### config.mk
export PLATFORM = sky130hd
export DESIGN_NAME = crc_checked_line_receiver_flat
export DESIGN_NICKNAME = d
export VERILOG_FILES = /design/src/rtl/cclr_pkg.sv /design/src/rtl/cclr_if.sv /design/src/rtl/cclr_crc_unit.sv /design/src/rtl/cclr_check_parse.sv /design/src/rtl/cclr_payload_buf.sv /design/src/rtl/crc_checked_line_receiver.sv /design/src/flat_wrapper.sv
export SDC_FILE = /design/constraint.sdc
export NUM_CORES = 1
export LEC_CHECK = 0
export ABC_AREA = 1
export BUFFER_PORTS_ARGS = -buffer_cell sky130_fd_sc_hd__buf_2
export CAP_MARGIN = 20
export CORE_ASPECT_RATIO = 0.8
export CORE_MARGIN = 4
export CORE_UTILIZATION = 30
export DETAILED_ROUTE_END_ITERATION = 10
export HOLD_SLACK_MARGIN = 0.06
export PLACE_DENSITY_LB_ADDON = 0.3
export SETUP_SLACK_MARGIN = 0.15
export SYNTH_ARGS = -nofsm -noshare
export SYNTH_HDL_FRONTEND = slang
export SYNTH_SLANG_ARGS = --single-unit
### constraint.sdc
create_clock -name clk -period 4.3 [get_ports clk]
set_clock_uncertainty 0.2 [all_clocks]
set_input_delay 0.43 -clock clk [delete_from_list [all_inputs] [get_ports clk]]
set_output_delay 0.43 -clock clk [all_outputs]
set_load 0.05 [all_outputs]
### src/rtl/cclr_pkg.sv
// Package with the shared constants, codes and types of the CRC-checked line receiver.
package cclr_pkg;

  // Longest payload plus one: a payload that reaches this length is dropped.
  localparam int MAX_LINE    = 30;
  localparam int STORE_DEPTH = 32;
  localparam int ADDR_W      = $clog2(STORE_DEPTH);
  localparam int LEN_W       = $clog2(STORE_DEPTH + 1);

  // CRC-16/CCITT-FALSE.
  localparam logic [15:0] CRC_POLY = 16'h1021;
  localparam logic [15:0] CRC_INIT = 16'hFFFF;
  localparam logic [2:0]  CRC_BITS_AFTER_START = 3'd7;

  // Framing and field characters.
  localparam logic [7:0] CH_CARET = 8'h5E;
  localparam logic [7:0] CH_BAR   = 8'h7C;
  localparam logic [7:0] CH_LF    = 8'h0A;
  localparam logic [7:0] CH_CR    = 8'h0D;
  localparam logic [7:0] CH_TAB   = 8'h09;
  localparam logic [7:0] CH_SPACE = 8'h20;
  localparam logic [7:0] CH_VT    = 8'h0B;
  localparam logic [7:0] CH_FF    = 8'h0C;
  localparam logic [7:0] CH_PLUS  = 8'h2B;
  localparam logic [7:0] CH_MINUS = 8'h2D;
  localparam logic [7:0] CH_ZERO  = 8'h30;
  localparam logic [7:0] CH_NINE  = 8'h39;

  // Result status codes.
  typedef enum logic [2:0] {
    STAT_OK           = 3'd0,
    STAT_NO_CHECK     = 3'd1,
    STAT_BAD_CHECK    = 3'd2,
    STAT_TOO_LONG     = 3'd3,
    STAT_DOUBLE_DELIM = 3'd4
  } status_t;

  // Main sequencer states.
  typedef enum logic [2:0] {
    ST_IDLE,
    ST_CRC,
    ST_EMIT,
    ST_RD,
    ST_PUT
  } state_t;

  // Checksum field parser phases.
  typedef enum logic [1:0] {
    PH_SKIP,
    PH_DIGITS,
    PH_DONE
  } phase_t;

  // Requests to the bit-serial CRC unit.
  typedef struct packed {
    logic       init;
    logic       start;
    logic [7:0] data;
  } crc_ctl_t;

  // Requests to the checksum field parser.
  typedef struct packed {
    logic       clear;
    logic       step;
    logic [7:0] data;
  } prs_ctl_t;

  // Requests to the payload buffer.
  typedef struct packed {
    logic              we;
    logic [ADDR_W-1:0] waddr;
    logic [7:0]        wdata;
    logic              re;
    logic [ADDR_W-1:0] raddr;
  } buf_req_t;

endpackage

### src/rtl/cclr_if.sv
// Channel interfaces of the line receiver: received bytes in, frame results out.
interface cclr_in_if;
  logic       valid;
  logic       ready;
  logic [7:0] rx_byte;

  modport source (output valid, output rx_byte, input ready);
  modport sink   (input valid, input rx_byte, output ready);
endinterface

interface cclr_out_if;
  logic        valid;
  logic        ready;
  logic [2:0]  status;
  logic [7:0]  data_byte;
  logic        byte_valid;
  logic [15:0] computed_crc;
  logic [15:0] received_crc;
  logic        last;

  modport source (output valid, output status, output data_byte, output byte_valid,
                  output computed_crc, output received_crc, output last, input ready);
  modport sink   (input valid, input status, input data_byte, input byte_valid,
                  input computed_crc, input received_crc, input last, output ready);
endinterface

### src/rtl/cclr_crc_unit.sv
// Bit-serial CRC-16/CCITT-FALSE unit: one polynomial step per clock cycle.
module cclr_crc_unit (
  input  logic              clk,
  input  logic              rst_n,
  input  cclr_pkg::crc_ctl_t ctl,
  output logic [15:0]       crc,
  output logic              busy,
  output logic              finish
);

  logic [15:0] crc_r, crc_nxt;
  logic [2:0]  cnt_r, cnt_nxt;
  logic [15:0] seeded;
  logic [15:0] step_in;
  logic [15:0] step_out;

  // The byte is folded into the high half, and the first bit is shifted at once.
  assign seeded   = crc_r ^ {ctl.data, 8'h00};
  assign step_in  = ctl.start ? seeded : crc_r;
  assign step_out = step_in[15] ? ({step_in[14:0], 1'b0} ^ cclr_pkg::CRC_POLY)
                                : {step_in[14:0], 1'b0};

  always_comb begin
    crc_nxt = crc_r;
    cnt_nxt = cnt_r;
    if (ctl.init) begin
      crc_nxt = cclr_pkg::CRC_INIT;
      cnt_nxt = '0;
    end else if (ctl.start) begin
      crc_nxt = step_out;
      cnt_nxt = cclr_pkg::CRC_BITS_AFTER_START;
    end else if (cnt_r != '0) begin
      crc_nxt = step_out;
      cnt_nxt = cnt_r - 3'd1;
    end
  end

  always_ff @(posedge clk) begin
    if (!rst_n) begin
      crc_r <= cclr_pkg::CRC_INIT;
      cnt_r <= '0;
    end else begin
      crc_r <= crc_nxt;
      cnt_r <= cnt_nxt;
    end
  end

  assign crc    = crc_r;
  assign busy   = (cnt_r != '0);
  assign finish = (cnt_r == 3'd1);

endmodule

### src/rtl/cclr_check_parse.sv
// Decimal checksum field parser: skips blanks, takes a sign, accumulates digits mod 65536.
module cclr_check_parse (
  input  logic               clk,
  input  logic               rst_n,
  input  cclr_pkg::prs_ctl_t ctl,
  output logic [15:0]        value
);

  logic [15:0]      val_r, val_nxt;
  logic             neg_r, neg_nxt;
  cclr_pkg::phase_t phase_r, phase_nxt;
  logic             is_digit;
  logic             is_blank;
  logic             is_sign;
  logic [15:0]      val_acc;

  assign is_digit = (ctl.data >= cclr_pkg::CH_ZERO) && (ctl.data <= cclr_pkg::CH_NINE);
  assign is_blank = (ctl.data == cclr_pkg::CH_SPACE) || (ctl.data == cclr_pkg::CH_VT) ||
                    (ctl.data == cclr_pkg::CH_FF);
  assign is_sign  = (ctl.data == cclr_pkg::CH_PLUS) || (ctl.data == cclr_pkg::CH_MINUS);

  // Times ten as two shifts and an add; the low nibble of an ASCII digit is its value.
  assign val_acc = {val_r[12:0], 3'b000} + {val_r[14:0], 1'b0} + {12'h000, ctl.data[3:0]};

  always_comb begin
    val_nxt   = val_r;
    neg_nxt   = neg_r;
    phase_nxt = phase_r;
    if (ctl.clear) begin
      val_nxt   = '0;
      neg_nxt   = 1'b0;
      phase_nxt = cclr_pkg::PH_SKIP;
    end else if (ctl.step) begin
      case (phase_r)
        cclr_pkg::PH_SKIP: begin
          if (is_blank) begin
            phase_nxt = cclr_pkg::PH_SKIP;
          end else if (is_sign) begin
            neg_nxt   = (ctl.data == cclr_pkg::CH_MINUS);
            phase_nxt = cclr_pkg::PH_DIGITS;
          end else if (is_digit) begin
            val_nxt   = val_acc;
            phase_nxt = cclr_pkg::PH_DIGITS;
          end else begin
            phase_nxt = cclr_pkg::PH_DONE;
          end
        end
        cclr_pkg::PH_DIGITS: begin
          if (is_digit) begin
            val_nxt = val_acc;
          end else begin
            phase_nxt = cclr_pkg::PH_DONE;
          end
        end
        default: begin
          phase_nxt = phase_r;
        end
      endcase
    end
  end

  always_ff @(posedge clk) begin
    if (!rst_n) begin
      val_r   <= '0;
      neg_r   <= 1'b0;
      phase_r <= cclr_pkg::PH_SKIP;
    end else begin
      val_r   <= val_nxt;
      neg_r   <= neg_nxt;
      phase_r <= phase_nxt;
    end
  end

  // A minus sign negates the field modulo 65536.
  assign value = neg_r ? (16'h0000 - val_r) : val_r;

endmodule

### src/rtl/cclr_payload_buf.sv
// Payload byte store: one write port and one registered read port.
module cclr_payload_buf (
  input  logic               clk,
  input  cclr_pkg::buf_req_t req,
  output logic [7:0]         rdata
);

  logic [7:0] mem_r [cclr_pkg::STORE_DEPTH];
  logic [7:0] rdata_r;

  // Write side.
  always_ff @(posedge clk) begin
    if (req.we) begin
      mem_r[req.waddr] <= req.wdata;
    end
  end

  // Read side, data registered.
  always_ff @(posedge clk) begin
    if (req.re) begin
      rdata_r <= mem_r[req.raddr];
    end
  end

  assign rdata = rdata_r;

endmodule

### src/rtl/crc_checked_line_receiver.sv
// Top level of the CRC-checked framed line receiver: sequencer, result register, submodules.
//
//   Channel   Direction  Payload
//   in_rx     in         rx_byte[7:0]
//   out_res   out        status[2:0], data_byte[7:0], byte_valid, computed_crc[15:0],
//                        received_crc[15:0], last
//
// A payload byte is accepted, then the sequencer waits in ST_CRC while the bit-serial CRC unit
// shifts in its remaining bits; any other byte is handled as it is accepted. At frame end each
// payload byte is replayed as a buffer read, then a result load that waits while stalled.
// Input is taken only while the sequencer is idle; a waiting result does not block it.
// Reset is synchronous and active low; the payload buffer needs no clearing pass.
module crc_checked_line_receiver (
  input  logic       clk,
  input  logic       rst_n,
  cclr_in_if.sink    in_rx,
  cclr_out_if.source out_res
);

  cclr_pkg::state_t  state_r, state_nxt;
  logic              in_frame_r, in_frame_nxt;
  logic              in_check_r, in_check_nxt;
  logic              abort_r, abort_nxt;
  logic [cclr_pkg::LEN_W-1:0]  len_r, len_nxt;
  logic [cclr_pkg::ADDR_W-1:0] idx_r, idx_nxt;
  cclr_pkg::status_t res_status_r, res_status_nxt;
  logic [15:0]       res_rc_r, res_rc_nxt;

  logic              out_valid_r, out_valid_nxt;
  logic [2:0]        out_status_r;
  logic [7:0]        out_data_r;
  logic              out_bv_r;
  logic [15:0]       out_crc_r;
  logic [15:0]       out_rc_r;
  logic              out_last_r;

  logic              accept;
  logic [7:0]        c;
  logic              out_free;
  logic              out_load;
  logic [7:0]        load_data;
  logic              load_bv;
  logic              load_last;
  logic [15:0]       load_crc;
  logic              put_last;
  logic [cclr_pkg::LEN_W-1:0] len_inc;

  cclr_pkg::crc_ctl_t crc_ctl;
  cclr_pkg::prs_ctl_t prs_ctl;
  cclr_pkg::buf_req_t buf_req;
  logic [15:0]        crc_val;
  logic               crc_busy;
  logic               crc_finish;
  logic [15:0]        field_val;
  logic [7:0]         buf_rdata;

  cclr_crc_unit u_crc (
    .clk    (clk),
    .rst_n  (rst_n),
    .ctl    (crc_ctl),
    .crc    (crc_val),
    .busy   (crc_busy),
    .finish (crc_finish)
  );

  cclr_check_parse u_parse (
    .clk   (clk),
    .rst_n (rst_n),
    .ctl   (prs_ctl),
    .value (field_val)
  );

  cclr_payload_buf u_buf (
    .clk   (clk),
    .req   (buf_req),
    .rdata (buf_rdata)
  );

  assign accept   = in_rx.valid && in_rx.ready;
  assign c        = in_rx.rx_byte;
  assign out_free = !out_valid_r || out_res.ready;
  assign len_inc  = len_r + cclr_pkg::LEN_W'(1);
  assign put_last = ((cclr_pkg::LEN_W'(idx_r) + cclr_pkg::LEN_W'(1)) == len_r);

  assign in_rx.ready = (state_r == cclr_pkg::ST_IDLE);

  // Dropped frames report no CRC.
  assign load_crc = ((res_status_r == cclr_pkg::STAT_TOO_LONG) ||
                     (res_status_r == cclr_pkg::STAT_DOUBLE_DELIM)) ? 16'h0000 : crc_val;

  // Sequencer: byte decode, CRC wait, single results and payload replay.
  always_comb begin
    state_nxt      = state_r;
    in_frame_nxt   = in_frame_r;
    in_check_nxt   = in_check_r;
    abort_nxt      = abort_r;
    len_nxt        = len_r;
    idx_nxt        = idx_r;
    res_status_nxt = res_status_r;
    res_rc_nxt     = res_rc_r;
    crc_ctl        = '{init: 1'b0, start: 1'b0, data: c};
    prs_ctl        = '{clear: 1'b0, step: 1'b0, data: c};
    buf_req        = '{we: 1'b0, waddr: len_r[cclr_pkg::ADDR_W-1:0], wdata: c,
                       re: 1'b0, raddr: idx_r};
    out_load       = 1'b0;
    load_data      = 8'h00;
    load_bv        = 1'b0;
    load_last      = 1'b1;
    case (state_r)
      cclr_pkg::ST_IDLE: begin
        if (accept) begin
          if ((c == cclr_pkg::CH_CR) || (c == cclr_pkg::CH_TAB)) begin
            state_nxt = cclr_pkg::ST_IDLE;
          end else if (c == cclr_pkg::CH_CARET) begin
            // A frame opens; its length, field flag, CRC and checksum parser are cleared.
            in_frame_nxt  = 1'b1;
            in_check_nxt  = 1'b0;
            len_nxt       = '0;
            crc_ctl.init  = 1'b1;
            prs_ctl.clear = 1'b1;
          end else if (!in_frame_r) begin
            state_nxt = cclr_pkg::ST_IDLE;
          end else if (c == cclr_pkg::CH_BAR) begin
            if (in_check_r) begin
              in_frame_nxt   = 1'b0;
              res_status_nxt = cclr_pkg::STAT_DOUBLE_DELIM;
              res_rc_nxt     = '0;
              state_nxt      = cclr_pkg::ST_EMIT;
            end else begin
              in_check_nxt = 1'b1;
            end
          end else if (c == cclr_pkg::CH_LF) begin
            // Frame end: settle the verdict, then replay the payload, or emit one result if it is empty.
            in_frame_nxt = 1'b0;
            idx_nxt      = '0;
            if (!in_check_r) begin
              res_status_nxt = cclr_pkg::STAT_NO_CHECK;
              res_rc_nxt     = '0;
            end else begin
              res_status_nxt = (field_val == crc_val) ? cclr_pkg::STAT_OK
                                                      : cclr_pkg::STAT_BAD_CHECK;
              res_rc_nxt     = field_val;
            end
            state_nxt = (len_r == '0) ? cclr_pkg::ST_EMIT : cclr_pkg::ST_RD;
          end else if (in_check_r) begin
            prs_ctl.step = 1'b1;
          end else begin
            // Payload byte: store it, start the CRC, check the length.
            buf_req.we    = 1'b1;
            crc_ctl.start = 1'b1;
            len_nxt       = len_inc;
            abort_nxt     = (len_inc >= cclr_pkg::LEN_W'(cclr_pkg::MAX_LINE)) ||
                            (len_inc >= cclr_pkg::LEN_W'(cclr_pkg::STORE_DEPTH));
            if (abort_nxt) begin
              in_frame_nxt   = 1'b0;
              res_status_nxt = cclr_pkg::STAT_TOO_LONG;
              res_rc_nxt     = '0;
            end
            state_nxt = cclr_pkg::ST_CRC;
          end
        end
      end
      cclr_pkg::ST_CRC: begin
        if (crc_finish) begin
          state_nxt = abort_r ? cclr_pkg::ST_EMIT : cclr_pkg::ST_IDLE;
        end
      end
      cclr_pkg::ST_EMIT: begin
        if (out_free) begin
          out_load  = 1'b1;
          state_nxt = cclr_pkg::ST_IDLE;
        end
      end
      cclr_pkg::ST_RD: begin
        buf_req.re = 1'b1;
        state_nxt  = cclr_pkg::ST_PUT;
      end
      cclr_pkg::ST_PUT: begin
        load_data = buf_rdata;
        load_bv   = 1'b1;
        load_last = put_last;
        if (out_free) begin
          out_load = 1'b1;
          if (put_last) begin
            state_nxt = cclr_pkg::ST_IDLE;
          end else begin
            idx_nxt   = idx_r + cclr_pkg::ADDR_W'(1);
            state_nxt = cclr_pkg::ST_RD;
          end
        end
      end
      default: begin
        state_nxt = cclr_pkg::ST_IDLE;
      end
    endcase
  end

  // Result register valid flag.
  always_comb begin
    if (out_load) begin
      out_valid_nxt = 1'b1;
    end else if (out_res.ready) begin
      out_valid_nxt = 1'b0;
    end else begin
      out_valid_nxt = out_valid_r;
    end
  end

  // Control state.
  always_ff @(posedge clk) begin
    if (!rst_n) begin
      state_r      <= cclr_pkg::ST_IDLE;
      in_frame_r   <= 1'b0;
      in_check_r   <= 1'b0;
      abort_r      <= 1'b0;
      len_r        <= '0;
      idx_r        <= '0;
      res_status_r <= cclr_pkg::STAT_OK;
      res_rc_r     <= '0;
      out_valid_r  <= 1'b0;
    end else begin
      state_r      <= state_nxt;
      in_frame_r   <= in_frame_nxt;
      in_check_r   <= in_check_nxt;
      abort_r      <= abort_nxt;
      len_r        <= len_nxt;
      idx_r        <= idx_nxt;
      res_status_r <= res_status_nxt;
      res_rc_r     <= res_rc_nxt;
      out_valid_r  <= out_valid_nxt;
    end
  end

  // Result payload.
  always_ff @(posedge clk) begin
    if (out_load) begin
      out_status_r <= res_status_r;
      out_data_r   <= load_data;
      out_bv_r     <= load_bv;
      out_crc_r    <= load_crc;
      out_rc_r     <= res_rc_r;
      out_last_r   <= load_last;
    end
  end

  assign out_res.valid        = out_valid_r;
  assign out_res.status       = out_status_r;
  assign out_res.data_byte    = out_data_r;
  assign out_res.byte_valid   = out_bv_r;
  assign out_res.computed_crc = out_crc_r;
  assign out_res.received_crc = out_rc_r;
  assign out_res.last         = out_last_r;

`ifndef SYNTHESIS
  // The CRC unit only runs while the sequencer waits for it.
  a_crc_only_in_crc_state: assert property (@(posedge clk) disable iff (!rst_n)
    (state_r != cclr_pkg::ST_CRC) |-> !crc_busy)
    else $error("CRC unit busy outside the CRC wait state");

  // A replayed byte always lies inside the stored payload.
  a_replay_in_range: assert property (@(posedge clk) disable iff (!rst_n)
    (state_r == cclr_pkg::ST_PUT) |-> (cclr_pkg::LEN_W'(idx_r) < len_r))
    else $error("Replay index beyond payload length");

  // An open frame never holds a payload of the dropping length.
  a_frame_len_bound: assert property (@(posedge clk) disable iff (!rst_n)
    in_frame_r |-> (len_r < cclr_pkg::LEN_W'(cclr_pkg::MAX_LINE)))
    else $error("Open frame reached the maximum line length");

  // Loading the final replayed byte returns the sequencer to idle.
  a_last_ends_replay: assert property (@(posedge clk) disable iff (!rst_n)
    (state_r == cclr_pkg::ST_PUT && out_free && put_last) |=> (state_r == cclr_pkg::ST_IDLE))
    else $error("Replay did not end after the last byte");
`endif

endmodule

### src/flat_wrapper.sv
// flat-port wrapper written by rule: the top's interface ports become plain ports
module crc_checked_line_receiver_flat 
  (clk, rst_n, in_rx_valid, in_rx_rx_byte, in_rx_ready, out_res_valid, out_res_status, out_res_data_byte, out_res_byte_valid, out_res_computed_crc, out_res_received_crc, out_res_last, out_res_ready);
  cclr_in_if in_rx_i ();
  cclr_out_if out_res_i ();
  input  logic clk;
  input  logic rst_n;
  input wire logic [$bits(in_rx_i.valid)-1:0] in_rx_valid;
  input wire logic [$bits(in_rx_i.rx_byte)-1:0] in_rx_rx_byte;
  output wire logic [$bits(in_rx_i.ready)-1:0] in_rx_ready;
  output wire logic [$bits(out_res_i.valid)-1:0] out_res_valid;
  output wire logic [$bits(out_res_i.status)-1:0] out_res_status;
  output wire logic [$bits(out_res_i.data_byte)-1:0] out_res_data_byte;
  output wire logic [$bits(out_res_i.byte_valid)-1:0] out_res_byte_valid;
  output wire logic [$bits(out_res_i.computed_crc)-1:0] out_res_computed_crc;
  output wire logic [$bits(out_res_i.received_crc)-1:0] out_res_received_crc;
  output wire logic [$bits(out_res_i.last)-1:0] out_res_last;
  input wire logic [$bits(out_res_i.ready)-1:0] out_res_ready;
  assign in_rx_i.valid = in_rx_valid;
  assign in_rx_i.rx_byte = in_rx_rx_byte;
  assign in_rx_ready = in_rx_i.ready;
  assign out_res_valid = out_res_i.valid;
  assign out_res_status = out_res_i.status;
  assign out_res_data_byte = out_res_i.data_byte;
  assign out_res_byte_valid = out_res_i.byte_valid;
  assign out_res_computed_crc = out_res_i.computed_crc;
  assign out_res_received_crc = out_res_i.received_crc;
  assign out_res_last = out_res_i.last;
  assign out_res_i.ready = out_res_ready;
  crc_checked_line_receiver u_core (.clk(clk), .rst_n(rst_n), .in_rx(in_rx_i), .out_res(out_res_i));
endmodule
==> Word level (Yosys, flattened, before mapping) <==
Memory sizes are Yosys's and may differ from the RTL's. A register that Yosys moved wholly into a read port is not among the register bits.
Index checks and enable logic that the tools add are counted.
{ "op_classes": {"n_addsub": 7, "mul": 0, "div": 0, "n_lt_le_gt_ge": 4, "n_eq_ne": 41, "n_shift": 0, "mux": 95, "bitwise_logic": 9, "reduce_logical": 34} }
{ "ops": {"columns": ["cell", "count"], "rows": [
  ["16-bit 2-to-1 mux", 13],
  ["3-bit 2-to-1 mux", 19],
  ["8-bit by 4-bit equality test with 1-bit output (second input constant)", 5],
  ["5-bit 2-to-1 mux", 8],
  ["1-bit 2-to-1 mux", 32],
  ["16-bit one-hot mux with 2 select lines", 1],
  ["6-bit 2-to-1 mux", 5],
  ["2-bit 2-to-1 mux", 13],
  ["8-bit by 6-bit equality test with 1-bit output (second input constant)", 3],
  ["2-bit != test (second input constant)", 11],
  ["16-bit adder", 1],
  ["16-bit by 4-bit adder with 16-bit output", 1],
  ["16-bit equality test", 1],
  ["8-bit by 7-bit equality test with 1-bit output (second input constant)", 2],
  ["8-bit AND reduction", 2],
  ["1-bit by 16-bit subtractor with 16-bit output (first input constant)", 1],
  ["16-bit bitwise XOR", 1],
  ["3-bit one-hot mux with 5 select lines", 1],
  ["7-bit AND reduction", 2],
  ["13-bit 2-to-1 mux", 1],
  ["2-bit by 1-bit != test with 1-bit output (second input constant)", 6],
  ["2-bit nonzero test", 6],
  ["5-bit one-hot mux with 2 select lines", 1],
  ["3-bit by 2-bit equality test with 1-bit output (second input constant)", 3],
  ["other kinds (30)", 51]
]} }
{ "word_totals": {"register_bits": 120, "latchBits": 0, "ramBits": 256, "romBits": 0, "inputBits": 12, "output_inout_bits": 47, "n_memories": 1} }
{ "memory_table": {"columns": ["name", "depth", "word_bits", "rd", "rd_clocked_by_memory_dff", "write_ports", "line_no", "rtl"], "rows": [
  ["u_core.u_buf.mem_r", 32, 8, 1, 1, 1, "cclr_payload_buf.sv:8", "logic [7:0] mem_r [cclr_pkg::STORE_DEPTH];"]
]} }

==> Longest topological paths before layout <==
Gate-level depths: netlist (run 1).
{ "logic_depth": {"ltp_word": 13, "mapped_depth": 18} }

==> Hierarchy <==
From an unflattened synthesis (run 1), not the netlist that was laid out.
{ "hier_totals": {"cells_unflattened": 1954, "area_unflattened_um2": 18305.1} }
{ "modules_own_cells": {"columns": ["mod", "instances", "cells_per_inst", "area_each_um2"], "rows": [
  ["cclr_payload_buf", 1, 922, 10866.7],
  ["crc_checked_line_receiver", 1, 530, 4199.0],
  ["cclr_check_parse", 1, 369, 2239.6],
  ["cclr_crc_unit", 1, 133, 999.7]
]} }

==> Worst setup path after synthesis (run 1) <==
Ideal clock, no wire load.
{ "synth_path": {"path_type": "register to register", "start": "register u_core.state_r[0]", "end": "register u_core.out_bv_r (netlist: u_core.out_res.byte_valid) (enable)", "setup_time_ns": 0.449, "arrival_time_ns": 2.702, "t_required_ns": 3.651, "setup_slack_ns": 0.950, "path_stages_with_launch": 6, "n_path_buf": 0, "cell_sequence": "dfxtp_1 nor2_1 inv_1 nor2_2 a21oi_1 nor2_1"} }
{ "synth_via": {"elab_chain_cells": 3, "elab_cells_between_ends": 4} }
{ "synth_rtl": {"columns": ["element", "line_no", "rtl"], "rows": [
  ["start, declared", "crc_checked_line_receiver.sv:20", "cclr_pkg::state_t state_r, state_nxt;"],
  ["start signal, assigned", "crc_checked_line_receiver.sv:212", "state_r <= cclr_pkg::ST_IDLE;"],
  ["start signal, assigned", "crc_checked_line_receiver.sv:222", "state_r <= state_nxt;"],
  ["3-bit by 2-bit equality test with 1-bit output / 3-bit equality test (equally long branches)", "crc_checked_line_receiver.sv:109", "case (state_r)"],
  ["2-bit OR reduction (no source line) (*)", null, null],
  ["1-bit 2-to-1 mux (*)", null, null],
  ["net u_core.out_load", "crc_checked_line_receiver.sv:40", "logic out_load;"],
  ["end signal, assigned", "crc_checked_line_receiver.sv:239", "out_bv_r <= load_bv;"],
  ["end, declared", "crc_checked_line_receiver.sv:32", "logic out_bv_r;"]
]} }
The timed path passes the listed nets; every way through them passes the cells marked *.
A chain may end at the register's enable or synchronous reset.

==> Final worst setup path (run 1) <==
{ "layout_path": {"start": "register u_core.state_r[0]", "end": "memory u_core.u_buf.mem_r[28][7] (enable)"} }
{ "layout_via": {"elab_chain_cells": 6} }
{ "layout_rtl": {"columns": ["element", "line_no", "rtl"], "rows": [
  ["3-bit zero test (*)", "crc_checked_line_receiver.sv:85, crc_checked_line_receiver.sv:109", null],
  ["1-bit logical AND", "crc_checked_line_receiver.sv:79", "assign accept = in_rx.valid && in_rx.ready;"],
  ["1-bit 2-to-1 mux", "crc_checked_line_receiver.sv:111", "if (accept) begin"],
  ["1-bit 2-to-1 mux (*)", "crc_checked_line_receiver.sv:109", null],
  ["1-bit 2-to-1 mux (*)", "cclr_payload_buf.sv:13", "if (req.we) begin"],
  ["1-bit 2-to-1 mux (implied by the code) (*)", "cclr_payload_buf.sv:14", "mem_r[req.waddr] <= req.wdata;"],
  ["end, declared", "cclr_payload_buf.sv:8", null]
]} }
Mark *: on every way between the ends. The rest lies on a longest branch, timed or not.

==> impl_metrics.py, run 1 <==
metrics = {
    "run_status": {
        "status": "finished clean",
    },
    "power": {
        "cellPowerDensity_nw_per_um2": 430,
        "power_leakage_uw": 0.00707,
        "peakVddDrop_v": 0.000272,
    },
    "die": {
        "rows": 77,
        "die_area_sq_um": 60600,
        "initial_core_util_pct": 30.6,
        "io_pins": 59,
        "die_w_um": 274,
        "die_y_um": 221,
        "core_sq_um": 55700,
    },
    "logic_synthesis": {
        "synth_commonest_cells": "edfxtp_1, nor2_1, o21ai_0",
        "avgSynthCellArea_sq_um": 10.8,
        "synthCells": 1581,
        "seq_area_frac_synth_pct": 63.4,
        "syn_nets": 1630,
        "synth.top_cells.by_area": "edfxtp_1, dfxtp_1, nor2_1",
        "ys_types": 54,
        "async_flop_share_pct": 0,
        "synth_ff_type": "edfxtp_1",
        "yosys.area.top_type": "edfxtp_1",
        "yosysMostFrequentCell": "edfxtp_1",
        "synth-edff-count": 309,
        "ys_seq_elements": 384,
        "syn_area_sq_um": 17000,
        "synthDominantCellAreaShare_pct": 54.5,
        "ys_warn_count": 0,
    },
    "detailed_routing": {
        "wl_um": 49500,
        "drc_errors": 0,
        "drt_iter0_drc": 1493,
        "vias": 12400,
        "drt_pass1_iterations": 6,
        "ant_nets": 0,
        "drt-wirelength-per-cell_um": 20.5,
        "via_per_inst": 5.13,
    },
    "placed_design": {
        "portBuffers": 58,
        "placed_area_sq_um": 18100,
        "place_congestion": 0.844,
        "dp_hpwl_um": 32900,
    },
    "clock_tree": {
        "clk_latency_ns": 0.57,
        "cts_root_buf": "clkbuf_16",
        "clk_pin_slew_ns": 0.06,
        "cts_max_level": 2,
        "numCtsBuffers": 40,
        "cts_sinks": 384,
        "postCtsSetupRepairBufs": 0,
        "cts_buffer_depth": 3,
        "cts_tree": "done",
    },
    "run": {
        "maxCapViolCount": 0,
    },
    "worst_hold_path": {
        "worst_hold_path_type": "in2reg",
    },
    "layout": {
        "drive_gt1_share_pct": 11.8,
        "antenna_cells": 0,
        "layout-area-overhead-vs-synth_pct": 14.9,
        "design_area_sq_um": 19500,
        "fillers": 5555,
        "finalNetCount": 1679,
    },
    "grt": {
        "grt_max_degree": 83,
        "grt_pass1_wl_um": 75300,
        "overflow": 0,
        "grt_pass1_vias": 11900,
        "grt_use_total_pct": 16.1,
        "antenna_found_initial": 0,
    },
    "sta": {
        "tightest_slew_ns": 0.987,
        "setup_viol_count_final": 0,
        "fin_tns_setup_ns": 0,
        "period_needed_ns": 3.16,
        "max_freq_mhz": 317,
        "final_max_slew_viol_count": 0,
        "hold_viol": 0,
        "min_period_over_period_pct": 73.5,
        "max_slew_margin_pct": 34.0,
        "rsz0062_at_grt": "no",
    },
    "setup_path": {
        "crit_fanout": 18,
        "cp.arrival_ns": 3.13,
        "start_kind": "flop",
        "worstSetupPathType": "reg2reg",
        "cp-end-kind": "flop",
        "critPathRequiredTime_ns": 4.27,
    },
}
==> sequential cells by signal (all words and copies together), names as in the netlist, 6 cells and up <==
| name | cells |
|---|---|
| u_core.u_parse.val_r | 16 |
| u_core.u_buf.rdata | 8 |
| u_core.u_buf.mem_r | 256 |
| u_core.u_crc.crc | 16 |
| u_core.out_res.computed_crc | 16 |
| u_core.res_rc_r | 16 |
| u_core.out_res.data_byte | 8 |
| u_core.out_res.received_crc | 16 |
| u_core.len_r | 6 |
==> metal layers <==
| layer | vias up | GRT usage [%] | wire (um) |
|---|---|---|---|
| met5 | - | 0 | 0 |
| met4 | 0 | 4.61 | 1030 |
| met3 | 66 | 2.35 | 3120 |
| met2 | 471 | 25.3 | 22800 |
| met1 | 6078 | 23.3 | 22600 |
| li1 | 5752 | - | - |
==> stage by stage <==
step                      hold slack, ns  power (uW)  setup WS [ns]  instances  utilization [%]
after floorplan                    0.208        4520          0.950       1581                -
after global placement             0.223        4740           1.05       2336             32.5
after global routing               0.123        8690          0.853       2411             35.1
final                              0.112        8410           1.14       2411             35.1
after detailed placement           0.222        4750          0.998       2336             32.5
after CTS                         0.0860        8470           1.15       2410             35.0
==> critical path, stage by stage (launching register included) <==
cell and delay [ns]:
dfxtp_1 0.32, nor2_1 0.15, nand2_1 0.15, nor2_1 0.15
nand2_1 0.09, inv_2 0.09, nand2_2 0.07, inv_2 0.07
nand2_4 0.10, inv_4 0.22, nand2_1 0.44, nor2_1 0.71
==> cell type report <==
cell class	count	area (sq um)	share of cell area, %
clock buffers	48	1090	5.60
clock inverters	25	323	1.65
inverters	121	458	2.34
multi-input cells	1000	5440	27.9
flip-flops and latches	384	10800	55.2
well taps	750	938	4.80
repair buffers	83	500	2.56
==> worst paths after layout <==
path	start	endpoint	slack, ns	cells past startpoint
max	u_core.state_r[0]$_SDFFE_PN0P_	u_core.u_buf.mem_r[28][7]$_DFFE_PP_	1.14	11
min reg2reg	u_core.res_rc_r[2]$_SDFFE_PN0P_	u_core.out_res.received_crc[2]$_DFFE_PP_	0.24	0
min	in_rx_rx_byte[5]	u_core.u_crc.crc[14]$_SDFFE_PP1P_	0.11	4
max reg2reg	u_core.state_r[0]$_SDFFE_PN0P_	u_core.u_buf.mem_r[28][7]$_DFFE_PP_	1.14	11
==> power by group <==
group	leakage (uW)	internal [uW]	total, uW	switching (uW)
registers	0.00339	4080	4140	65.4
logic	0.00298	151	532	381
clock network	0.000695	2250	3730	1490
total	0.00707	6470	8410	1930
==> logic make-up (layout without fill, tap and decap cells) <==
family          Yosys count  count (layout)  synth area share, %
simple gates            551             551                 13.9
compound gates          386             386                 13.7
flops                   384             384                 63.4
buf+inv                 197             277                 4.69
fa+ha+maj                37              37                 2.81
xor+xnor                 26              26                 1.46
==> cell usage in the layout, fill, tap and decap left out, drive strengths merged, types with 35 or more instances in the layout <==
master / n
a21oi: 74
buf: 82
clkbuf: 48
dfxtp: 75
edfxtp: 309
ha: 35
inv: 119
nand2: 170
nand3: 86
nor2: 267
o21ai: 192
o221ai: 47
==> what timing repair did <==
item	in CTS	in global routing
hold buffers	1	0
endpoints found under the hold margin	6	0
resized for setup	0	0
Power figures use the tool's default switching activity.
==> run 2: changes to the inputs <==
--- a/config.mk
+++ b/config.mk
@@ -5,7 +5,7 @@
 export SDC_FILE = /design/constraint.sdc
 export NUM_CORES = 1
 export LEC_CHECK = 0
-export ABC_AREA = 1
+export ABC_AREA = 0
 export BUFFER_PORTS_ARGS = -buffer_cell sky130_fd_sc_hd__buf_2
 export CAP_MARGIN = 20
 export CORE_ASPECT_RATIO = 0.8
==> constraint.sdc (replaced) <==
create_clock -name clk -period 2.6 [get_ports clk]
set_clock_uncertainty 0.2 [all_clocks]
set_input_delay 0.26 -clock clk [delete_from_list [all_inputs] [get_ports clk]]
set_output_delay 0.26 -clock clk [all_outputs]
set_load 0.05 [all_outputs]
==> impl_metrics.py, run 2 <==
metrics = {
    "sta": {
        "period_needed_ns": 2.67,
        "setup_viol_count_final": 5,
        "setup_slack_ns": -0.0660,
        "max_slew_margin_pct": 43.4,
        "fin_tns_setup_ns": -0.152,
        "min_period_over_period_pct": 103,
        "final_max_slew_viol_count": 0,
        "hold_viol": 0,
        "tightest_slew_ns": 0.837,
        "rsz0062_at_grt": "yes",
        "max_freq_mhz": 375,
    },
    "power": {
        "share_seq_of_total_power_pct": 48.2,
        "power_leakage_uw": 0.00810,
        "clock_power_share_pct": 42.1,
        "switching_share_pct": 23.9,
        "internal-power_uw": 10900,
        "cellPowerDensity_nw_per_um2": 616,
        "switchingPower_uw": 3410,
        "peakVddDrop_v": 0.000371,
        "combinationalPowerShare_pct": 9.7,
    },
    "clock_tree": {
        "clk_latency_ns": 0.57,
        "cts_root_buf": "clkbuf_16",
        "cts_max_level": 2,
        "numCtsBuffers": 43,
        "cts_buffer_depth": 3,
        "cts_sinks": 384,
        "cts_tree": "done",
        "clk_pin_slew_ns": 0.06,
    },
    "placed_design": {
        "dp_hpwl_um": 32300,
        "place_congestion": 0.848,
        "portBuffers": 58,
        "placed_area_sq_um": 20100,
        "dp_worst_setup_slack_ns": -0.571,
    },
    "detailed_routing": {
        "drt_iter0_drc": 829,
        "drt-wirelength-per-cell_um": 20.7,
        "drt_pass1_iterations": 5,
        "wl_um": 47700,
        "ant_nets": 0,
        "vias": 11500,
        "via_per_inst": 4.99,
        "drc_errors": 0,
    },
    "setup_path": {
        "cp.arrival_ns": 2.92,
        "worstSetupPathType": "reg2reg",
        "critPathRequiredTime_ns": 2.85,
        "start_kind": "flop",
        "cp-end-kind": "flop",
        "crit_fanout": 4,
        "reg2reg_slack_ns": -0.07,
        "worstReg2RegStart": "u_core.u_parse.val_r[1]$_SDFFE_PP0P_",
        "reg2reg_depth": 11,
        "r2r-end": "u_core.u_parse.val_r[10]$_SDFFE_PP0P_",
    },
    "grt": {
        "grt_max_degree": 40,
        "grt_pass1_wl_um": 71600,
        "antenna_found_initial": 3,
        "overflow": 0,
        "grt_use_total_pct": 15.3,
        "grt_pass1_vias": 11600,
    },
    "die": {
        "die_area_sq_um": 61300,
        "io_pins": 59,
        "core_sq_um": 56700,
        "rows": 78,
        "die_w_um": 276,
        "die_y_um": 222,
        "initial_core_util_pct": 30.3,
    },
    "worst_hold_path": {
        "hold_depth": 2,
        "worst_hold_path_type": "in2reg",
        "min_from": "in_rx_rx_byte[1]",
        "min_to": "u_core.u_buf.mem_r[27][1]$_DFFE_PP_",
    },
    "layout": {
        "largest_reg_flops": 256,
        "layout-area-overhead-vs-synth_pct": 34.7,
        "final_cell_mix": "edfxtp_1, buf_4, nand2_1, mux4_2, dfxtp_1",
        "drive_gt1_share_pct": 42.1,
        "finalNetCount": 1553,
        "largest-register": "u_core.u_buf.mem_r",
        "design_area_sq_um": 23200,
        "layout_commonest_cell": "edfxtp_1",
    },
    "logic_synthesis": {
        "yosysMostFrequentCell": "edfxtp_1",
        "ys_seq_elements": 384,
        "syn_area_sq_um": 17200,
        "async_flop_share_pct": 0,
        "ys_types": 87,
        "ys_warn_count": 0,
        "synth_ff_type": "edfxtp_1",
        "synth.top_cells.by_area": "edfxtp_1, mux4_2, dfxtp_1",
        "syn_nets": 1262,
        "yosys.area.top_type": "edfxtp_1",
        "avgSynthCellArea_sq_um": 14.2,
        "synthDominantCellAreaShare_pct": 53.9,
        "seq_area_frac_synth_pct": 62.7,
        "synth_commonest_cells": "edfxtp_1, nand2_1, mux4_2",
        "synth-edff-count": 309,
        "synthCells": 1213,
    },
    "run_status": {
        "status": "finished, violations left",
        "failed_checks": "setup timing",
    },
    "run": {
        "maxCapViolCount": 0,
    },
}
## run 2: cell count changes after synthesis, sizes merged, moves of 16 or more
cell	delta
a21boi	+22
a21oi	-27
and2	+20
inv	-99
mux4	+80
nand2	-62
nand3	-55
nor2	-188
nor2b	+17
o21ai	-147
o221ai	-44
o22ai	-16
xnor2	+21
## run 2: worst max path at each step
stage / from / slack, ns / cells after the start / end
after global placement: in_rx_rx_byte[4] / -0.48 / 8 / u_core.u_buf.mem_r[18][7]$_DFFE_PP_
after global routing: u_core.u_parse.val_r[1]$_SDFFE_PP0P_ / -0.19 / 11 / u_core.u_parse.val_r[10]$_SDFFE_PP0P_
final: u_core.u_parse.val_r[1]$_SDFFE_PP0P_ / -0.07 / 11 / u_core.u_parse.val_r[10]$_SDFFE_PP0P_
after detailed placement: in_rx_rx_byte[2] / -0.57 / 7 / u_core.u_buf.mem_r[22][6]$_DFFE_PP_
after floorplan: u_core.u_parse.val_r[2]$_SDFFE_PP0P_ / 0.03 / 9 / u_core.u_parse.val_r[10]$_SDFFE_PP0P_
after CTS: u_core.u_parse.val_r[1]$_SDFFE_PP0P_ / -0.1 / 11 / u_core.u_parse.val_r[10]$_SDFFE_PP0P_
## run 2: cell families after synthesis
| group | share of synthesized area (%) |
|---|---|
| buf+inv | 2.28 |
| fa+ha+maj | 2.84 |
| compound gates | 7.19 |
| xor+xnor | 3.04 |
| simple gates | 10.9 |
| mux | 11.1 |
| flops | 62.7 |
## run 2: final cells by class
| type | count | area [sq um] |
|---|---|---|
| Clock inverter | 30 | 280 |
| Multi-Input combinational cell | 733 | 7170 |
| Antenna cell | 1 | 2.50 |
| Sequential cell | 384 | 10800 |
| Inverter | 21 | 82.6 |
| Tap cell | 760 | 951 |
| Timing Repair Buffer | 321 | 2790 |
| Clock buffer | 49 | 1100 |
| Fill cell | 5161 | 33500 |
## run 2: timing repair
item / CTS / global route
setup buffers: 32 / 19
cloned: 5 / 4
hold buffers: 8 / 0
hold endpoints to repair: 85 / 0
pin swaps: 89 / 97
gates resized for setup: 130 / 104
setup endpoints to repair: 319 / 329
## run 2: worst max-delay path, stage by stage (launching register included)
cell       delay, ns
dfxtp_4         0.36
buf_12          0.13
ha_4            0.21
ha_4            0.16
fa_2            0.38
a21o_1          0.17
a21oi_2         0.15
o21bai_2        0.10
a2111oi_4       0.37
nor3_2          0.08
mux2i_1         0.16
a21oi_1         0.08
## run 2: per-stage QoR
step                total power [uW]  hold WS [ns]  std cells  utilization [%]
floorplan                       7580         0.159       1213                -
global placement                8040         0.210       2151             35.5
detailed placement              8050         0.212       2151             35.5
CTS                            14100        0.0743       2275             39.7
global route                   14800        0.0839       2298             40.9
finish                         14300        0.0955       2299             40.9
## run 2: power groups by stage
| stage | Combinational [uW] | Sequential (uW) | Clock (uW) |
|---|---|---|---|
| final | 1390 | 6880 | 6000 |
| after global routing | 1500 | 6880 | 6400 |
| after CTS | 1140 | 6850 | 6110 |
| after detailed placement | 1060 | 6980 | 0 |
| after global placement | 1050 | 6990 | 0 |
| after floorplan | 652 | 6920 | 0 |
## run 2: per-layer routing
layer / share of wire (%) / GRT usage [%] / wire length [um] / vias up
met2: 46 / 23.8 / 22100 / 250
li1: - / - / - / 5279
met3: 5.7 / 3.69 / 2730 / 56
met4: 1.5 / 3.43 / 718 / 2
met1: 46 / 21.8 / 22100 / 5878
met5: 0.015 / 0 / 7 / -
==> run 3: changes to the inputs <==
--- a/config.mk
+++ b/config.mk
@@ -17,4 +17,5 @@
 export SETUP_SLACK_MARGIN = 0.15
 export SYNTH_ARGS = -nofsm -noshare
 export SYNTH_HDL_FRONTEND = slang
+export SYNTH_HIERARCHICAL = 1
 export SYNTH_SLANG_ARGS = --single-unit
==> constraint.sdc (replaced) <==
create_clock -name clk -period 2.4 [get_ports clk]
set_clock_uncertainty 0.2 [all_clocks]
set_input_delay 0.24 -clock clk [delete_from_list [all_inputs] [get_ports clk]]
set_output_delay 0.24 -clock clk [all_outputs]
set_load 0.05 [all_outputs]
==> impl_metrics.py, run 3 <==
metrics = {
    "die": {
        "rows": 77,
        "die_w_um": 274,
        "die_area_sq_um": 60300,
        "die_y_um": 220,
        "core_sq_um": 55500,
        "initial_core_util_pct": 30.5,
        "io_pins": 59,
    },
    "grt": {
        "grt_max_degree": 38,
        "grt_use_total_pct": 14.4,
        "overflow": 0,
        "antenna_found_initial": 2,
        "grt_pass1_wl_um": 66200,
        "grt_pass1_vias": 10800,
    },
    "sta": {
        "fin_tns_setup_ns": -41.44,
        "max_freq_mhz": 338,
        "rsz0062_at_grt": "yes",
        "period_needed_ns": 2.96,
        "min_period_over_period_pct": 123,
        "tightest_slew_ns": 1.03,
        "final_max_slew_viol_count": 0,
        "hold_viol": 0,
        "max_slew_margin_pct": 31.6,
        "setup_slack_ns": -0.555,
        "setup_viol_count_final": 244,
    },
    "setup_path": {
        "cp.arrival_ns": 3.20,
        "worstSetupPathType": "reg2reg",
        "crit_fanout": 3,
        "r2r-end": "u_core/res_status_r[1]$_SDFFE_PN0P_",
        "cp-end-kind": "flop",
        "crit_chain": "or4_4 -> or3_4 -> o31ai_4 -> xnor2_2 -> xnor2_1 -> nand4_1 -> o41ai_2 -> buf_4 -> a21oi_1 -> a32o_1",
        "critPathRequiredTime_ns": 2.65,
        "start_kind": "flop",
        "reg2reg_depth": 10,
        "slowest_stage": "or4_4",
        "reg2reg_slack_ns": -0.56,
        "critPathMaxStageDelay_ns": 0.52,
        "worstReg2RegStart": "u_core/u_parse/val_r[6]$_SDFFE_PP0P_",
    },
    "placed_design": {
        "place_congestion": 0.813,
        "dp_worst_setup_slack_ns": -0.785,
        "dp_hpwl_um": 29700,
        "dp.cells": 2053,
        "portBuffers": 58,
    },
    "layout": {
        "drive_gt1_share_pct": 44.5,
        "multi_input_area_sq_um": 6710,
        "fillers": 5054,
        "layout-area-overhead-vs-synth_pct": 36.3,
        "layout_commonest_cell": "edfxtp_1",
        "regArea_sq_um": 10800,
        "finalNetCount": 1481,
        "largest-register": "u_core/u_buf/mem_r",
        "final_cell_mix": "edfxtp_1, buf_4, mux4_2, nand2_1, dfxtp_1",
        "layout.cells.non_filler": 2218,
        "largest_reg_flops": 256,
    },
    "power": {
        "internal-power_uw": 11600,
        "power_leakage_uw": 0.00815,
        "share_seq_of_total_power_pct": 49.3,
        "combinationalPowerShare_pct": 8.0,
        "peakVddDrop_v": 0.000412,
        "cellPowerDensity_nw_per_um2": 653,
        "switching_share_pct": 22.9,
        "clock_power_share_pct": 42.8,
        "switchingPower_uw": 3450,
    },
    "detailed_routing": {
        "via_per_inst": 4.92,
        "ant_nets": 0,
        "wl_um": 44200,
        "vias": 10900,
        "drc_errors": 0,
        "drt-wirelength-per-cell_um": 19.9,
        "drt_iter0_drc": 791,
        "drt_pass1_iterations": 5,
    },
    "logic_synthesis": {
        "synth-edff-count": 309,
        "syn_nets": 1180,
        "synth_ff_type": "edfxtp_1",
        "synth_commonest_cells": "edfxtp_1, nand2_1, mux4_2",
        "ys_warn_count": 6,
        "syn_area_sq_um": 16900,
        "yosysMostFrequentCell": "edfxtp_1",
        "seq_area_frac_synth_pct": 63.7,
        "ys_types": 81,
        "ys_seq_elements": 384,
        "avgSynthCellArea_sq_um": 14.9,
        "synth.top_cells.by_area": "edfxtp_1, mux4_2, dfxtp_1",
        "synthCells": 1132,
        "async_flop_share_pct": 0,
        "synthDominantCellAreaShare_pct": 54.8,
        "yosys.area.top_type": "edfxtp_1",
    },
    "worst_hold_path": {
        "min_from": "in_rx_rx_byte[4]",
        "min_to": "u_core/u_buf/mem_r[1][4]$_DFFE_PP_",
        "hold_depth": 2,
        "worst_hold_path_type": "in2reg",
    },
    "clock_tree": {
        "clk_pin_slew_ns": 0.06,
        "cts_root_buf": "clkbuf_16",
        "cts_max_level": 2,
        "clk_latency_ns": 0.57,
        "cts_tree": "done",
        "cts_sinks": 384,
        "cts_buffer_depth": 3,
        "numCtsBuffers": 42,
    },
    "run_status": {
        "status": "finished, violations left",
        "failed_checks": "setup timing",
    },
    "run": {
        "maxCapViolCount": 0,
    },
}
-- run 3: changes by cell type after synthesis, sizes merged, moves of 7 or more --
cell | previous run | this run
clkbuf | 55 | 31
a21oi | 47 | 29
a21boi | 22 | 8
mux2i | 7 | 21
o21ai | 45 | 32
buf | 21 | 33
nand2 | 108 | 96
xnor2 | 28 | 39
nor2b | 17 | 8
xor2 | 24 | 15
nor2 | 79 | 71
or4 | 11 | 4
-- run 3: cell type report --
cell class	count	share of cell area [%]
Tap cell	750	4.07
Sequential cell	384	46.8
Timing Repair Buffer	321	13.6
Clock inverter	27	1.12
Clock buffer	51	4.84
Antenna cell	1	0.0109
Inverter	22	0.374
Multi-Input combinational cell	662	29.1
-- run 3: logic make-up after synthesis --
family / after synthesis / synth area share (%)
AOI/OAI and AO/OA: 140 / 5.80
xor gates and xnor gates: 54 / 2.80
adders and majority gates: 36 / 2.75
buffers and inverters: 86 / 2.69
DFF: 384 / 63.7
muxes: 110 / 12.5
and+or+nand+nor: 322 / 9.75
-- run 3: how the worst max path moves through the flow --
stage                                              start                                     to  slack (ns)  cells after the start
floorplan                               in_rx_rx_byte[5]       u_core/u_crc/crc[5]$_SDFFE_PP1P_       -0.54                     10
global placement                        in_rx_rx_byte[0]  u_core/u_parse/val_r[13]$_SDFFE_PP0P_       -0.73                     13
detailed placement                      in_rx_rx_byte[0]    u_core/u_buf/mem_r[20][6]$_DFFE_PP_       -0.78                      9
CTS                 u_core/u_parse/val_r[6]$_SDFFE_PP0P_    u_core/res_status_r[1]$_SDFFE_PN0P_       -0.54                     10
global route        u_core/u_parse/val_r[2]$_SDFFE_PP0P_    u_core/res_status_r[1]$_SDFFE_PN0P_       -0.69                     12
finish              u_core/u_parse/val_r[6]$_SDFFE_PP0P_    u_core/res_status_r[1]$_SDFFE_PN0P_       -0.56                     10
-- run 3: per-layer routing --
metal | vias up | routed length [um] | global-route usage [%]
li1 | 4987 | - | -
met1 | 5549 | 20900 | 21.0
met2 | 321 | 19400 | 21.2
met3 | 62 | 2950 | 4.11
met4 | 2 | 888 | 3.69
met5 | - | 13 | 0
-- run 3: power by group through the flow --
stage	combinational, uW	sequential, uW	clock (uW)
2_1_floorplan	725	7510	0
3_3_place_gp	937	7550	0
3_5_place_dp	943	7550	0
4_1_cts	1040	7410	6590
5_1_grt	1320	7430	6880
6_report	1200	7420	6440
-- run 3: critical path, delay by kind of cell, from the launching register on --
kind,cells,cell delay (ns)
AO/OA/AOI/OAI,4,0.80
XOR/XNOR,2,0.35
buffers and inverters,1,0.16
flip-flops,1,0.34
AND/OR/NAND/NOR,3,1.02
-- run 3: per-stage QoR --
step	total power (uW)	cell area (sq um)	hold slack (ns)	utilization, %
5_1_grt	15600	23100	0.0787	41.6
6_report	15100	23100	0.0827	41.6
3_5_place_dp	8490	19600	0.217	35.2
2_1_floorplan	8230	17400	0.139	-
3_3_place_gp	8480	19600	0.216	35.2
4_1_cts	15000	22300	0.115	40.1
-- run 3: what timing repair did --
action / in CTS / in global routing
buffers inserted: 49 / 25
resized for setup: 140 / 130
cloned: 5 / 2
setup endpoints to repair: 324 / 336
pin swaps: 80 / 76
hold buffers: 5 / 0
endpoints found under the hold margin: 67 / 0
